## src/rtl/core/rvdec_pkg.sv

```systemverilog
package rvdec_pkg;

    // Major opcodes (bits 6:0)
    localparam logic [6:0] OPC_OP       = 7'h33;
    localparam logic [6:0] OPC_OP_32    = 7'h3B;
    localparam logic [6:0] OPC_OP_IMM   = 7'h13;
    localparam logic [6:0] OPC_OP_IMM32 = 7'h1B;
    localparam logic [6:0] OPC_LOAD     = 7'h03;
    localparam logic [6:0] OPC_STORE    = 7'h23;
    localparam logic [6:0] OPC_BRANCH   = 7'h63;
    localparam logic [6:0] OPC_JALR     = 7'h67;
    localparam logic [6:0] OPC_JAL      = 7'h6F;
    localparam logic [6:0] OPC_LUI      = 7'h37;
    localparam logic [6:0] OPC_AUIPC    = 7'h17;
    localparam logic [6:0] OPC_SYSTEM   = 7'h73;

    localparam logic [6:0] FUNCT7_ALT = 7'h20;

    // funct3, ALU group
    localparam logic [2:0] F3_ADD  = 3'd0;
    localparam logic [2:0] F3_SLL  = 3'd1;
    localparam logic [2:0] F3_SLT  = 3'd2;
    localparam logic [2:0] F3_SLTU = 3'd3;
    localparam logic [2:0] F3_XOR  = 3'd4;
    localparam logic [2:0] F3_SR   = 3'd5;
    localparam logic [2:0] F3_OR   = 3'd6;
    localparam logic [2:0] F3_AND  = 3'd7;

    // funct3, memory width
    localparam logic [2:0] F3_B  = 3'd0;
    localparam logic [2:0] F3_H  = 3'd1;
    localparam logic [2:0] F3_W  = 3'd2;
    localparam logic [2:0] F3_D  = 3'd3;
    localparam logic [2:0] F3_BU = 3'd4;
    localparam logic [2:0] F3_HU = 3'd5;
    localparam logic [2:0] F3_WU = 3'd6;

    // funct3, branch condition
    localparam logic [2:0] F3_BEQ  = 3'd0;
    localparam logic [2:0] F3_BNE  = 3'd1;
    localparam logic [2:0] F3_BLT  = 3'd4;
    localparam logic [2:0] F3_BGE  = 3'd5;
    localparam logic [2:0] F3_BLTU = 3'd6;
    localparam logic [2:0] F3_BGEU = 3'd7;

    localparam logic [2:0]  F3_PRIV    = 3'd0;
    localparam logic [2:0]  F3_JALR    = 3'd0;
    localparam logic [11:0] F12_ECALL  = 12'h000;
    localparam logic [11:0] F12_EBREAK = 12'h001;
    localparam logic [31:0] UPPER_MASK = 32'hFFFFF000;

    typedef enum logic [5:0] {
        OP_INVALID = 6'd0,
        OP_ADD, OP_SUB, OP_SLL, OP_SLT, OP_SLTU, OP_XOR, OP_SRL, OP_SRA, OP_OR, OP_AND,
        OP_ADDW, OP_SUBW, OP_SLLW, OP_SRLW, OP_SRAW,
        OP_ADDI, OP_SLTI, OP_SLTIU, OP_XORI, OP_ORI, OP_ANDI, OP_SLLI, OP_SRLI,
        OP_SRAI, OP_ADDIW, OP_SLLIW, OP_SRLIW, OP_SRAIW, OP_JALR,
        OP_LB, OP_LH, OP_LW, OP_LD, OP_LBU, OP_LHU, OP_LWU,
        OP_SB, OP_SH, OP_SW, OP_SD,
        OP_BEQ, OP_BNE, OP_BLT, OP_BGE, OP_BLTU, OP_BGEU,
        OP_LUI, OP_AUIPC, OP_JAL, OP_ECALL, OP_EBREAK
    } op_t;

    typedef struct packed {
        logic uses_rd;
        logic uses_rs1;
        logic uses_rs2;
        logic uses_imm;
    } operand_use_t;

    typedef struct packed {
        logic [31:0] raw_word;
        logic [63:0] pc;
    } instr_t;

    typedef struct packed {
        op_t                op;
        logic [4:0]         rd;
        logic [4:0]         rs1;
        logic [4:0]         rs2;
        logic signed [31:0] imm;
        logic               uses_rd;
        logic               uses_rs1;
        logic               uses_rs2;
        logic               uses_imm;
        logic [63:0]        pc_out;
    } dec_t;

endpackage

```

## src/rtl/core/rvdec_op_decode.sv

```systemverilog
module rvdec_op_decode (
    input  logic [31:0]   raw_word,
    output rvdec_pkg::op_t op
);
    import rvdec_pkg::*;

    logic [6:0] opc;
    logic [2:0] f3;
    logic       alt;
    logic       sys_ok;

    assign opc    = raw_word[6:0];
    assign f3     = raw_word[14:12];
    assign alt    = (raw_word[31:25] == FUNCT7_ALT);
    assign sys_ok = (f3 == F3_PRIV) && (raw_word[11:7] == 5'd0) && (raw_word[19:15] == 5'd0);

    always_comb
    begin
        op = OP_INVALID;
        unique case (opc)
            OPC_OP:
            begin
                unique case (f3)
                    F3_ADD:  op = alt ? OP_SUB : OP_ADD;
                    F3_SLL:  op = OP_SLL;
                    F3_SLT:  op = OP_SLT;
                    F3_SLTU: op = OP_SLTU;
                    F3_XOR:  op = OP_XOR;
                    F3_SR:   op = alt ? OP_SRA : OP_SRL;
                    F3_OR:   op = OP_OR;
                    F3_AND:  op = OP_AND;
                    default: op = OP_INVALID;
                endcase
            end
            OPC_OP_32:
            begin
                unique case (f3)
                    F3_ADD:  op = alt ? OP_SUBW : OP_ADDW;
                    F3_SLL:  op = OP_SLLW;
                    F3_SR:   op = alt ? OP_SRAW : OP_SRLW;
                    default: op = OP_INVALID;
                endcase
            end
            OPC_OP_IMM:
            begin
                unique case (f3)
                    F3_ADD:  op = OP_ADDI;
                    F3_SLL:  op = OP_SLLI;
                    F3_SLT:  op = OP_SLTI;
                    F3_SLTU: op = OP_SLTIU;
                    F3_XOR:  op = OP_XORI;
                    F3_SR:   op = alt ? OP_SRAI : OP_SRLI;
                    F3_OR:   op = OP_ORI;
                    F3_AND:  op = OP_ANDI;
                    default: op = OP_INVALID;
                endcase
            end
            OPC_OP_IMM32:
            begin
                unique case (f3)
                    F3_ADD:  op = OP_ADDIW;
                    F3_SLL:  op = OP_SLLIW;
                    F3_SR:   op = alt ? OP_SRAIW : OP_SRLIW;
                    default: op = OP_INVALID;
                endcase
            end
            OPC_LOAD:
            begin
                unique case (f3)
                    F3_B:    op = OP_LB;
                    F3_H:    op = OP_LH;
                    F3_W:    op = OP_LW;
                    F3_D:    op = OP_LD;
                    F3_BU:   op = OP_LBU;
                    F3_HU:   op = OP_LHU;
                    F3_WU:   op = OP_LWU;
                    default: op = OP_INVALID;
                endcase
            end
            OPC_STORE:
            begin
                unique case (f3)
                    F3_B:    op = OP_SB;
                    F3_H:    op = OP_SH;
                    F3_W:    op = OP_SW;
                    F3_D:    op = OP_SD;
                    default: op = OP_INVALID;
                endcase
            end
            OPC_BRANCH:
            begin
                unique case (f3)
                    F3_BEQ:  op = OP_BEQ;
                    F3_BNE:  op = OP_BNE;
                    F3_BLT:  op = OP_BLT;
                    F3_BGE:  op = OP_BGE;
                    F3_BLTU: op = OP_BLTU;
                    F3_BGEU: op = OP_BGEU;
                    default: op = OP_INVALID;
                endcase
            end
            OPC_JALR:  op = (f3 == F3_JALR) ? OP_JALR : OP_INVALID;
            OPC_JAL:   op = OP_JAL;
            OPC_LUI:   op = OP_LUI;
            OPC_AUIPC: op = OP_AUIPC;
            OPC_SYSTEM:
            begin
                // only the two bare privileged calls; CSR forms fall out as invalid
                priority if (sys_ok && raw_word[31:20] == F12_ECALL)
                    op = OP_ECALL;
                else if (sys_ok && raw_word[31:20] == F12_EBREAK)
                    op = OP_EBREAK;
                else
                    op = OP_INVALID;
            end
            default:   op = OP_INVALID;
        endcase
    end

endmodule

```

## src/rtl/core/rvdec_imm_gen.sv

```systemverilog
module rvdec_imm_gen (
    input  logic [31:0]             raw_word,
    input  rvdec_pkg::op_t          op,
    output logic signed [31:0]      imm,
    output rvdec_pkg::operand_use_t uses
);
    import rvdec_pkg::*;

    logic [31:0] w;
    logic        k_reg;
    logic        k_imm;
    logic        k_store;
    logic        k_br;
    logic        k_upper;
    logic        k_jump;

    assign w       = raw_word;
    assign k_reg   = (op >= OP_ADD)  && (op <= OP_SRAW);
    assign k_imm   = (op >= OP_ADDI) && (op <= OP_LWU);
    assign k_store = (op >= OP_SB)   && (op <= OP_SD);
    assign k_br    = (op >= OP_BEQ)  && (op <= OP_BGEU);
    assign k_upper = (op == OP_LUI)  || (op == OP_AUIPC);
    assign k_jump  = (op == OP_JAL);

    always_comb
    begin
        uses.uses_rd  = k_reg | k_imm | k_upper | k_jump;
        uses.uses_rs1 = k_reg | k_imm | k_store | k_br;
        uses.uses_rs2 = k_reg | k_store | k_br;
        uses.uses_imm = k_imm | k_store | k_br | k_upper | k_jump;
    end

    always_comb
    begin
        priority if (k_imm)
            imm = {{20{w[31]}}, w[31:20]};
        else if (k_store)
            imm = {{20{w[31]}}, w[31:25], w[11:7]};
        else if (k_br)
            imm = {{19{w[31]}}, w[31], w[7], w[30:25], w[11:8], 1'b0};
        else if (k_upper)
            imm = w & UPPER_MASK;
        else if (k_jump)
            imm = {{11{w[31]}}, w[31], w[19:12], w[20], w[30:21], 1'b0};
        else
            imm = '0;
    end

endmodule

```

## src/rtl/core/rv64i_instruction_decoder.sv

```systemverilog
// RV64I instruction decoder.
//
// Input channel: instr_valid / instr_stall / instr carry one beat per
// instruction: the 32-bit encoding and its 64-bit pc.
// Output channel: dec_valid / dec_stall / dec carry one decoded beat per
// instruction: operation index, rd/rs1/rs2, sign-extended immediate,
// operand-use flags and the pc passed through.
//
// A beat is taken at a clock edge where valid is high and stall is low.
// The beat lands in the input register at acceptance, is decoded by
// shallow muxing while it sits there, and the result register shows it
// once it moves on. Throughput is one beat per cycle when dec_stall is
// low, set by the two-stage register pipeline with no shared unit.
//
// If the receiver stalls, the result register holds its beat; the input
// register keeps filling until both stages are occupied, and only then is
// instr_stall raised. Reset (rst_n low, async) empties both stages; no
// clearing pass is needed.
module rv64i_instruction_decoder (
    input  logic              clk,
    input  logic              rst_n,
    input  logic              instr_valid,
    output logic              instr_stall,
    input  rvdec_pkg::instr_t instr,
    output logic              dec_valid,
    input  logic              dec_stall,
    output rvdec_pkg::dec_t   dec
);
    import rvdec_pkg::*;

    logic         s1_valid_reg;
    logic         s1_valid_next;
    instr_t       s1_reg;
    logic         out_valid_reg;
    logic         out_valid_next;
    dec_t         out_reg;
    dec_t         out_next;

    logic         s1_adv;
    logic         in_take;
    op_t          op;
    logic [31:0]  imm;
    operand_use_t uses;

    // stage 1 moves on when the result slot is free or is drained this cycle
    assign s1_adv      = s1_valid_reg && (!out_valid_reg || !dec_stall);
    assign instr_stall = s1_valid_reg && !s1_adv;
    assign in_take     = instr_valid && !instr_stall;

    rvdec_op_decode u_op (
        .raw_word (s1_reg.raw_word),
        .op       (op)
    );

    rvdec_imm_gen u_imm (
        .raw_word (s1_reg.raw_word),
        .op       (op),
        .imm      (imm),
        .uses     (uses)
    );

    always_comb
    begin
        out_next.op       = op;
        out_next.rd       = s1_reg.raw_word[11:7];
        out_next.rs1      = s1_reg.raw_word[19:15];
        out_next.rs2      = s1_reg.raw_word[24:20];
        out_next.imm      = imm;
        out_next.uses_rd  = uses.uses_rd;
        out_next.uses_rs1 = uses.uses_rs1;
        out_next.uses_rs2 = uses.uses_rs2;
        out_next.uses_imm = uses.uses_imm;
        out_next.pc_out   = s1_reg.pc;
    end

    always_comb
    begin
        s1_valid_next  = in_take || (s1_valid_reg && !s1_adv);
        out_valid_next = s1_adv || (out_valid_reg && dec_stall);
    end

    always_ff @(posedge clk or negedge rst_n)
    begin
        if (!rst_n)
        begin
            s1_valid_reg  <= 1'b0;
            out_valid_reg <= 1'b0;
        end
        else
        begin
            s1_valid_reg  <= s1_valid_next;
            out_valid_reg <= out_valid_next;
        end
    end

    // payload registers, no reset
    always_ff @(posedge clk)
    begin
        if (in_take)
            s1_reg <= instr;
        if (s1_adv)
            out_reg <= out_next;
    end

    assign dec_valid = out_valid_reg;
    assign dec       = out_reg;

    a_imm_zero_unused: assert property (@(posedge clk) disable iff (!rst_n)
        (dec_valid && !dec.uses_imm) |-> (dec.imm == 32'sd0))
        else $error("immediate nonzero while unused");

    a_invalid_no_operands: assert property (@(posedge clk) disable iff (!rst_n)
        (dec_valid && dec.op == OP_INVALID) |->
        !(dec.uses_rd || dec.uses_rs1 || dec.uses_rs2 || dec.uses_imm))
        else $error("invalid op flags an operand");

    a_no_overwrite: assert property (@(posedge clk) disable iff (!rst_n)
        (in_take && s1_valid_reg) |-> s1_adv)
        else $error("input register overwritten while full");

    a_advance_lands: assert property (@(posedge clk) disable iff (!rst_n)
        s1_adv |=> dec_valid)
        else $error("decoded beat lost at result register");

    a_pc_through: assert property (@(posedge clk) disable iff (!rst_n)
        s1_adv |=> (dec.pc_out == $past(s1_reg.pc)))
        else $error("pc not carried through");

endmodule
```

## config.mk

```make
export PLATFORM = sky130hd
export DESIGN_NAME = rv64i_instruction_decoder
export DESIGN_NICKNAME = d
export VERILOG_FILES = /design/src/rtl/core/rvdec_pkg.sv /design/src/rtl/core/rvdec_op_decode.sv /design/src/rtl/core/rvdec_imm_gen.sv /design/src/rtl/core/rv64i_instruction_decoder.sv
export SDC_FILE = /design/constraint.sdc
export NUM_CORES = 1
export LEC_CHECK = 0
export BUFFER_PORTS_ARGS = -buffer_cell sky130_fd_sc_hd__buf_2
export CORE_MARGIN = 5
export CORE_UTILIZATION = 40
export DETAILED_ROUTE_END_ITERATION = 12
export MAX_ROUTING_LAYER = met4
export PLACE_DENSITY = 0.62
export SETUP_SLACK_MARGIN = 0.15
export SLEW_MARGIN = 20
export SYNTH_ARGS = -nofsm -noshare
export SYNTH_HDL_FRONTEND = slang
export SYNTH_SLANG_ARGS = --single-unit
```

## constraint.sdc

```tcl
create_clock -name clk -period 10.9 [get_ports clk]
set_input_delay 1.635 -clock clk [delete_from_list [all_inputs] [get_ports clk]]
set_output_delay 1.635 -clock clk [all_outputs]
set_load 0.005 [all_outputs]
```

-- Word level (Yosys, flattened, before mapping)
Cells that the tools add are included.
- register bits: 219
- output and inout bits: 123
- logic and storage cells: 103
- $lt $le $gt $ge: 8
- equal/unequal tests: 24
- muxes and demuxes: 22
- bitwise gates (word level): 11
- reductions and logical operators: 24
- operators with widths (kind ; count):
    two-way mux 32 bit ; 5
    case mux 6 bit (8 select lines) ; 2
    case mux 6 bit (12 select lines) ; 1
    case mux 6 bit (7 select lines) ; 1
    case mux 6 bit (3 select lines) ; 2
    case mux 6 bit (6 select lines) ; 1
    == test 7 x 6 -> 1 bit, second input constant ; 5
    == test 7 bit, second input constant ; 4
    case mux 6 bit (4 select lines) ; 1
    == test 7 x 5 -> 1 bit, second input constant ; 3
    == test 6 bit, second input constant ; 3
    less-or-equal comparator 6 bit, second input constant ; 3
    == test 12 x 1 -> 1 bit, second input constant ; 1
    == test 3 bit, second input constant ; 4
    >= comparator 6 bit, second input constant ; 2
    logical AND 1 bit ; 12
    zero test 12 bit ; 1
    two-way mux 6 bit ; 2
    bitwise OR 1 bit ; 11
    zero test 5 bit ; 2
    two-way mux 4 bit ; 2
    == test 7 x 2 -> 1 bit, second input constant ; 1
    == test 3 x 2 -> 1 bit, second input constant ; 2
    >= comparator 6 x 1 -> 1 bit, second input constant ; 1
    other kinds (10) ; 17

-- Depth between registers and ports, before layout
Gate-level depths: netlist of the first run.
- word-level depth: 13
- depth in mapped cells: 10

-- Modules after synthesis
A second synthesis of the first run with hierarchy kept.
- cell total of the unflattened synthesis: 460
- area total of the unflattened synthesis: 8084.0 µm²
- modules (own cells, without submodules) (module ; times used ; cells each ; area each (µm²)):
    rv64i_instruction_decoder ; 1 ; 225 ; 6608.8
    rvdec_op_decode ; 1 ; 141 ; 875.8
    rvdec_imm_gen ; 1 ; 94 ; 599.3

-- Least setup slack after synthesis of the first run
Ideal clock, no wire load.
- path type: input port to flip-flop
- start: input dec_stall
- end: register out_reg, in the netlist dec[0] (enable)
- library setup time: 0.784 ns
- arrival: 10.386 ns
- slack: -0.271 ns
- stages: 1
- buffers on the path: 0
- cells stage by stage: a21boi_0
- cells in the longest elaborated chain, start to end: 3
- ends and longest elaborated chain (element ; RTL line ; source):
    start, declared ; rv64i_instruction_decoder.sv:26 ; input logic dec_stall,
    zero test 1 bit ; rv64i_instruction_decoder.sv:46 ; assign s1_adv = s1_valid_reg && (!out_valid_reg || !dec_stall);
    logical OR 1 bit ; rv64i_instruction_decoder.sv:46 ;
    logical AND 1 bit ; rv64i_instruction_decoder.sv:46 ;
    end signal, assigned ; rv64i_instruction_decoder.sv:102 ; out_reg <= out_next;
    end, declared ; rv64i_instruction_decoder.sv:36 ; dec_t out_reg;
Every way passes these cells.
A chain may end at the register's enable or synchronous reset.

-- Worst setup path after layout of the first run
- start: input dec_stall
- end: output instr_stall
- cells in the longest elaborated chain, start to end: 5
- ends and longest elaborated chain (element ; RTL line ; source):
    zero test 1 bit ; rv64i_instruction_decoder.sv:46 ;
    logical OR 1 bit ; rv64i_instruction_decoder.sv:46 ;
    logical AND 1 bit ; rv64i_instruction_decoder.sv:46 ;
    zero test 1 bit ; rv64i_instruction_decoder.sv:47 ; assign instr_stall = s1_valid_reg && !s1_adv;
    logical AND 1 bit ; rv64i_instruction_decoder.sv:47 ;
    end, declared ; rv64i_instruction_decoder.sv:23 ; output logic instr_stall,
Every way passes these cells.

==> results of run 1 <==
## worst register-to-register path: stages, from the launching register on
cell,delay [ns]
edfxtp_1,0.75
nor2_1,0.45
and4b_1,0.30
or2_2,0.32
nor3_2,0.32
a211oi_2,0.19
nor2b_1,0.63
a21o_2,0.18
## logic make-up (layout without fill, tap and decap cells)
kind of cell / after synthesis / after routing / share of synthesized area [%]
flip-flops: 219 / 219 / 81.77
other: 0 / 4 / 0
AO/OA/AOI/OAI: 70 / 70 / 6.653
AND/OR/NAND/NOR: 115 / 115 / 9.552
XOR/XNOR: 1 / 1 / 0.1091
buffers and inverters: 29 / 277 / 1.776
multiplexers: 1 / 1 / 0.1402
## cell usage in the layout, fill, tap and decap left out, drive strengths merged, types with 4 or more instances in the layout
| cell type | netlist | layout |
|---|---|---|
| and2b | 7 | 7 |
| o22ai | 4 | 4 |
| and2 | 4 | 4 |
| a211oi | 6 | 6 |
| nor2b | 6 | 6 |
| a21o | 21 | 21 |
| inv | 9 | 10 |
| or3 | 6 | 6 |
| o21ai | 4 | 4 |
| nor3 | 11 | 11 |
| edfxtp | 217 | 217 |
| nor2 | 11 | 11 |
| o211ai | 5 | 5 |
| nand3b | 4 | 4 |
| clkinv | 0 | 11 |
| a22o | 4 | 4 |
| nand3 | 8 | 8 |
| a21oi | 7 | 7 |
| nor4 | 8 | 8 |
| nand4 | 5 | 5 |
| nand4b | 4 | 4 |
| diode | 0 | 4 |
| nand2 | 16 | 16 |
| clkbuf | 9 | 25 |
| buf | 11 | 226 |
## stage by stage
step / total power, mW / utilization (%) / hold slack (ns) / cells / setup WS [ns]
2_1_floorplan: 1.095 / - / 0.4003 / 435 / 2.931
3_3_place_gp: 1.160 / 48.02 / 0.4001 / 906 / 7.220
3_5_place_dp: 1.163 / 48.02 / 0.4045 / 906 / 7.184
4_1_cts: 1.935 / 51.89 / 0.4151 / 948 / 7.192
5_1_grt: 1.986 / 51.94 / 0.4242 / 952 / 7.126
6_report: 1.912 / 51.94 / 0.4125 / 952 / 7.188
## final cells by class
class / count / area [µm²]
fill: 1636 / 9414
sequential: 219 / 6566
multi-input combinational: 187 / 1335
timing repair buffer: 226 / 1141
clock buffer: 25 / 583.1
tap: 265 / 331.6
clock inverter: 17 / 175.2
inverter: 9 / 33.78
antenna: 4 / 10.01
## layer usage
| metal | vias up | track usage, % |
|---|---|---|
| met5 | - | - |
| met4 | 0 | 3.369 |
| met3 | 18 | 6.127 |
| met2 | 231 | 25.07 |
| met1 | 2258 | 20.62 |
| li1 | 2207 | - |
## worst paths after layout
check	end
worst max-delay path	instr_stall
worst min-delay path	dec[6]
worst max register to register	dec[96]
worst min register to register	dec[6]
max in group asynchronous	s1_valid_reg
min in group asynchronous	dec_valid
## where the power goes
part / switching, mW / internal (mW) / total [mW]
sequential: 0.0291 / 0.999 / 1.03
clock: 0.308 / 0.461 / 0.769
combinational: 0.0670 / 0.0473 / 0.114
total: 0.404 / 1.51 / 1.91
==> metrics.yaml, run 1 <==
outcome:
  outcome: "finished clean"
cells_and_area:
  final_nets: 766
  largest_reg_flops: 121
  layout-drive-gt1-share_pct: 41.29
  final_area_um2: 10180
  syn_to_final_growth_pct: 26.72
synthesis:
  synth_top_area_cell: "edfxtp_1"
  synth.area.top_cells: "edfxtp_1, a21o_1, nand2_1"
  syn-num-nets: 535
  synth-edff-count: 217
  netlist_area_um2: 8030
  synth_seq_cells: 219
  yosysUniqueCellTypes: 67
  syn_inst: 435
  synth.most_common_cell: "edfxtp_1"
  synth_ff_type: "edfxtp_1"
  async_reset_ff_share_pct: 0.9132
  yosys-top-cells-count: "edfxtp_1, a21o_1, nand2_1"
  ys_seq_area_share_pct: 81.77
  yosysWarnings: 0
  syn_area_per_cell_um2: 18.46
  synth.top_cell.area_share_pct: 81.15
die:
  die-area_um2: 23010
  chipHeight_um: 151.7
  start_util_pct: 40.99
  die_w_um: 151.7
  row_count: 51
  core_um2: 19590
  ioPinCount: 223
timing:
  maxSlewViolCount: 0
  hold_viol: 0
  setup_viol_count_final: 0
  skew_ns: 0.01752
  fmax_ghz: 0.2694
  fin_crit_ns: 3.712
  finalSetupTns_ns: 0
  post-route-period-util_pct: 34.05
  worst_pin_slew_ns: 1.053
  relSlewSlack_pct: 29.77
  rsz0062_at_grt: "false"
cts:
  tritoncts: "yes"
  clkSinkCount: 219
  ctsHoldBuffers: 0
  cts_setup_buffers: 0
  cts_max_path_buffers: 3
  clockRootBuffer: "clkbuf_16"
  path_clk_slew_ns: 0.06
  insertion_delay_ns: 0.51
  cts_resized: 0
  htreeDepth: 1
  cts-buffers-inserted: 23
global_route:
  grt_pass1_wl_um: 27540
  grt_pass1_vias: 4932
  grtUsageTotal_pct: 16.17
  antenna_found_initial: 4
  gr-total-overflow: 0
  grt_max_degree: 85
hold_path:
  min_from: "out_next[6]"
  hp-class: "reg2reg"
  hold_depth: 0
drt:
  drt_iter0_drc: 323
  vias: 4714
  detail-route-antenna-nets: 0
  met2_length_um: 8560
  vias_per_cell: 4.952
  top_layer_used: "met4"
  wl_met3_um: 2075
  wirelength_um: 18410
  wl_met1_um: 7532
  first_pass_iters: 4
  wl_per_cell_um: 19.34
  drc_errors: 0
setup_path:
  path_buf_inv: 3
  cp_common_cell: "buf_2"
  crit_fanout: 3
  critPathLaunchType: "primary input"
  cpMaxStageDelayCell: "buf_2"
  cp_top_family: "buffers and inverters"
  worstSetupStartpoint: "dec_stall"
  path_depth: 4
  worstPathArrival_ns: 2.08
  critPathKind: "in2out"
  reg2reg_from: "s1_reg[77]"
  worstPathRequired_ns: 9.27
  ff2ff_setup_slack_ns: 7.63
  cp_cell_sequence: "buf_2 > nand3_1 > inv_1 > buf_2"
  cp-end-kind: "output port"
  r2r_cells: 7
  cp_slowest_stage_delay_ns: 0.13
placed_design:
  place_hpwl_um: 13280
  io_buffers: 222
  place_congestion: 0.8984
  postPlaceCellArea_um2: 9408
run:
  drv_cap: 0
power:
  power_leakage_nw: 4.036
  power_density_nw_per_um2: 187.9
  ir_drop_uv: 183.8
Note: power is estimated with default switching activity, not from simulation.
==> run 2: changes to the inputs <==
Clock period 10.9 ns to 3.7 ns, I/O delays scaled along.
==> run 2 against run 1 <==
  * Global-route usage rose by 1.0 points
  * Total power rose to 2.9 times the previous value
  * Worst setup slack got worse by 6.6 ns
  * Sequential share of layout area fell by 0.29 points
  * Worst hold slack got worse by 0.20 ns
  * Critical path depth rose by 4
  * Non-clock buffer count rose by 8
  * Count of clock-buffer cells in the layout rose by 4
  * Via count rose by 3.0%
  * Clock skew fell by 0.0080 ns
  * Clock power rose to 2.9 times the previous value
  * Die area did not move
  * Largest cell class unchanged
==> metrics.yaml, run 2 (synthesized netlist as in run 1, its figures left out) <==
setup_path:
  r2r-end: "dec[96]"
  reg2reg_from: "s1_reg[76]"
  critPathKind: "reg2reg"
  worstPathArrival_ns: 3.38
  cp-end-kind: "flop"
  r2r_cells: 8
  crit_fanout: 23
  worstPathRequired_ns: 3.97
  worstSetupStartpoint: "s1_reg[76]"
  critPathLaunchType: "flop"
  ff2ff_setup_slack_ns: 0.60
cts:
  clkSinkCount: 219
  insertion_delay_ns: 0.51
  cts_setup_buffers: 0
  clockRootBuffer: "clkbuf_16"
  cts-buffers-inserted: 23
  path_clk_slew_ns: 0.06
  tritoncts: "yes"
  htreeDepth: 1
  cts_max_path_buffers: 3
power:
  p_int_mw: 4.386
  seqPwrFrac_pct: 54.0
  power_frac_comb_pct: 6.4
  p_sw_mw: 1.209
  ir_drop_uv: 407.2
  sw_frac_of_total_pct: 21.61
  power_leakage_nw: 4.062
  power_density_nw_per_um2: 547.4
  power_frac_clock_pct: 39.6
timing:
  finalSetupTns_ns: 0
  maxSlewViolCount: 0
  fin_crit_ns: 3.104
  hold_viol: 0
  relSlewSlack_pct: 45.29
  worst_pin_slew_ns: 0.8176
  setup_viol_count_final: 0
  rsz0062_at_grt: "false"
  post-route-period-util_pct: 83.90
  fin_ws_ns: 0.5957
  skew_ns: 0.009563
  fmax_ghz: 0.3221
global_route:
  grtUsageTotal_pct: 17.18
  grt_max_degree: 47
  grt_pass1_vias: 5114
  antenna_found_initial: 4
  grt_pass1_wl_um: 29110
  gr-total-overflow: 0
drt:
  drc_errors: 0
  detail-route-antenna-nets: 0
  vias_per_cell: 5.056
  drt_iter0_drc: 242
  wl_per_cell_um: 20.42
  vias: 4854
  wirelength_um: 19610
  first_pass_iters: 5
cells_and_area:
  final_area_um2: 10220
  layout-drive-gt1-share_pct: 41.24
  syn_to_final_growth_pct: 27.30
  fin_util_pct: 52.18
  largest_reg_flops: 121
  final_common_cell: "buf_2"
  final_cell_mix: "buf_2, edfxtp_1, clkbuf_16"
  final_nets: 774
die:
  die_w_um: 151.7
  chipHeight_um: 151.7
  core_um2: 19590
  row_count: 51
  die-area_um2: 23010
  start_util_pct: 40.99
  ioPinCount: 223
placed_design:
  io_buffers: 222
  place_congestion: 0.9138
  place_hpwl_um: 14240
  postPlaceCellArea_um2: 9473
  post-place-ws_ns: 0.6389
hold_path:
  hold_depth: 1
  min_from: "instr[3]"
  holdPathEnd: "out_next[3]"
  hp-class: "in2reg"
outcome:
  outcome: "finished clean"
run:
  drv_cap: 0
-- run 2: cell types whose count changed in the layout (fill, tap and decap cells not counted), sizes merged --
cell,delta
buf,+7
bufinv,-1
dlygate4sd3,+1
clkinvlp,-1
clkinv,-2
clkbuf,+4
-- run 2: layer usage --
metal | global-route usage (%) | vias up | wire, µm
met4 | 5.256 | 0 | 388
met2 | 26.64 | 239 | 9347
met5 | - | - | 0
met3 | 6.514 | 34 | 2203
li1 | - | 2220 | -
met1 | 21.14 | 2361 | 7666
-- run 2: cell type report --
| cell class | count | area (µm²) |
|---|---|---|
| Clock buffer | 29 | 598.1 |
| Multi-Input combinational cell | 187 | 1335 |
| Clock inverter | 13 | 131.4 |
| Inverter | 9 | 33.78 |
| Timing Repair Buffer | 234 | 1216 |
| Tap cell | 265 | 331.6 |
| Sequential cell | 219 | 6566 |
| Antenna cell | 4 | 10.01 |
| Fill cell | 1619 | 9368 |
-- run 2: power by group through the flow --
stage | clock [mW] | combinational (mW) | sequential, mW
2_1_floorplan | 0 | 0.145 | 3.06
3_5_place_dp | 0 | 0.366 | 3.07
5_1_grt | 2.40 | 0.396 | 3.04
6_report | 2.21 | 0.359 | 3.02
4_1_cts | 2.28 | 0.369 | 3.02
3_3_place_gp | 0 | 0.362 | 3.07
-- run 2: critical path: stages (launching register included) --
cell      delay (ns)
edfxtp_1        0.71
nor3_1          0.41
nand4_1         0.21
nor4_4          0.47
nor3_2          0.15
a211oi_2        0.43
nor2b_1         0.09
buf_4           0.19
a21o_2          0.18
-- run 2: worst max path at each step --
stage,endpoint
6_report,dec[96]
5_1_grt,dec[93]
4_1_cts,dec[96]
3_5_place_dp,dec[96]
3_3_place_gp,dec[96]
2_1_floorplan,out_next[0]
-- run 2: metrics by stage --
stage	instances	total power, mW	hold WS [ns]
2_1_floorplan	435	3.209	0.2594
3_3_place_gp	913	3.431	0.3388
3_5_place_dp	913	3.441	0.3425
4_1_cts	956	5.676	0.1847
5_1_grt	960	5.832	0.1855
6_report	960	5.595	0.2137
-- run 2: timing repair --
item | in CTS | in global routing
hold buffers | 1 | 0
gates resized for setup | 0 | 0
endpoints found under the hold margin | 2 | 0
==> run 3: changes to the inputs <==
Settings changed: ABC_AREA from default to 1.
Clock period 3.7 ns to 3.2 ns, I/O delays scaled along.
==> run 3 against run 2 <==
  * Clock power is 24% higher
  * Critical path depth increased by 6
  * Sequential power is 15% higher
  * Synthesized cell count increased by 23%
  * Register-to-register slack about the same
  * Global-route usage shrank 1.1 points
  * Sequential share of layout area shrank 1.2 points
  * Cell count rose by 12%
  * Critical endpoint is now dec[89]
  * Worst hold slack got worse by 0.083 ns
  * Fmax up 20%
  * Worst setup slack better by 0.011 ns
==> metrics.yaml, run 3 <==
synthesis:
  synth.area.top_cells: "edfxtp_1, nand2_1, inv_1"
  ys_seq_area_share_pct: 80.84
  synth_seq_cells: 219
  yosysWarnings: 0
  async_reset_ff_share_pct: 0.9132
  syn_area_per_cell_um2: 15.24
  yosysUniqueCellTypes: 30
  synth.top_cell.area_share_pct: 80.22
  netlist_area_um2: 8123
  synth_top_area_cell: "edfxtp_1"
  syn-num-nets: 633
  synth-edff-count: 217
  synth.most_common_cell: "edfxtp_1"
  syn_inst: 533
  yosys-top-cells-count: "edfxtp_1, nand2_1, inv_1"
  synth_ff_type: "edfxtp_1"
cts:
  ctsHoldBuffers: 1
  cts_setup_buffers: 0
  insertion_delay_ns: 0.52
  clockRootBuffer: "clkbuf_16"
  path_clk_slew_ns: 0.06
  htreeDepth: 1
  cts_max_path_buffers: 3
  tritoncts: "yes"
  cts_resized: 0
  clkSinkCount: 219
  cts-buffers-inserted: 23
cells_and_area:
  final_common_cell: "buf_2"
  n_fill_cell: 1740
  final_nets: 882
  largest_reg_flops: 121
  final_cell_mix: "buf_2, edfxtp_1, nand2_1"
  final-seq-area_um2: 6566
  layout-drive-gt1-share_pct: 41.48
  syn_to_final_growth_pct: 28.34
  multi_input_area_um2: 1286
  final_area_um2: 10430
timing:
  hold_viol: 0
  fin_crit_ns: 2.594
  setup_viol_count_final: 0
  skew_ns: 0.01831
  relSlewSlack_pct: 49.89
  post-route-period-util_pct: 81.05
  finalSetupTns_ns: 0
  fmax_ghz: 0.3856
  maxSlewViolCount: 0
  rsz0062_at_grt: "false"
  worst_pin_slew_ns: 0.7500
global_route:
  grt_pass1_wl_um: 28430
  top_usage_layer: "met2"
  grt_pass1_vias: 5109
  grt_max_degree: 50
  grtUsageTotal_pct: 16.08
  antenna_found_initial: 3
  use_met3_pct: 6.788
  met2_usage_pct: 25.55
  gr-total-overflow: 0
  use_met1_pct: 19.16
outcome:
  outcome: "finished clean"
die:
  core_um2: 20100
  die_w_um: 152.5
  start_util_pct: 40.40
  die-area_um2: 23260
  chipHeight_um: 152.5
  ioPinCount: 223
  row_count: 52
placed_design:
  place_hpwl_um: 13510
  place_congestion: 0.8837
  io_buffers: 222
  postPlaceCellArea_um2: 9622
setup_path:
  cp_cell_sequence: "nor2_2 > inv_4 > nor2_8 > nand3_2 > nand2_2 > inv_1 > nand2_1 > nor2_1 > nand2_1 > nand2_2 > nand3_2 > nand2_2 > nand2_4 > nand2_1"
  crit_fanout: 19
  cpMaxStageDelayCell: "edfxtp_1"
  critPathLaunchType: "flop"
  cp_slowest_stage_delay_ns: 0.56
  worstPathArrival_ns: 2.84
  critPathKind: "reg2reg"
  path_buf_inv: 2
  cp_top_family: "simple AND/OR/NAND/NOR gates"
  worstPathRequired_ns: 3.45
  cp-end-kind: "flop"
drt:
  drt_iter0_drc: 290
  vias: 4883
  first_pass_iters: 4
  detail-route-antenna-nets: 0
  drc_errors: 0
  wirelength_um: 18260
  wl_per_cell_um: 17.05
  vias_per_cell: 4.559
power:
  power_leakage_nw: 4.498
  ir_drop_uv: 494.6
  power_density_nw_per_um2: 637.4
run:
  drv_cap: 0
hold_path:
  hp-class: "in2reg"
[run 3: final timing paths]
check / end / startpoint / cells after the start / slack [ns]
max: dec[89] / s1_reg[78] / 14 / 0.61
min: out_next[13] / instr[13] / 1 / 0.13
min reg2reg: dec[35] / out_next[35] / 0 / 0.42
min in group asynchronous: s1_valid_reg / rst_n / 2 / 0.27
max in group asynchronous: dec_valid / rst_n / 2 / 2.83
max reg2reg: dec[89] / s1_reg[78] / 14 / 0.61
[run 3: metal layers]
metal	vias to the layer above	share of wire, %
met5	-	0
met2	202	48
met4	0	2.2
met3	27	11
met1	2279	39
li1	2375	-
[run 3: per-stage QoR]
step                      util (%)  hold slack [ns]  worst slack (ns)  power, mW  std cells
final                        51.85           0.1303            0.6063      6.645       1071
after detailed placement     47.86           0.2707            0.6140      3.983       1026
after floorplan                  -           0.1844            0.2434      3.715        533
after global routing         51.85           0.1096            0.4171      6.914       1071
after CTS                    51.82           0.1124            0.6067      6.724       1068
after global placement       47.86           0.2674            0.6684      3.973       1026
[run 3: power breakdown]
part / internal (mW) / switching [mW] / total [mW]
Combinational: 0.168 / 0.267 / 0.435
Clock: 1.65 / 1.08 / 2.74
Sequential: 3.40 / 0.0717 / 3.47
Total: 5.22 / 1.42 / 6.64
[run 3: final cells by class]
| class | count | share of cell area (%) |
|---|---|---|
| Multi-Input combinational cell | 249 | 12.34 |
| Clock buffer | 25 | 5.593 |
| Tap cell | 270 | 3.241 |
| Antenna cell | 3 | 0.07201 |
| Inverter | 59 | 2.208 |
| Sequential cell | 219 | 62.99 |
| Clock inverter | 16 | 1.944 |
| Timing Repair Buffer | 230 | 11.62 |
[run 3: kinds of logic (layout without fill, tap and decap cells)]
kind of cell	Yosys count	after routing	synth area share (%)
DFF	219	219	80.84
other	0	3	0
and+or+nand+nor	224	224	14.09
buffers and inverters	65	330	3.466
AOI/OAI and AO/OA	25	25	1.602
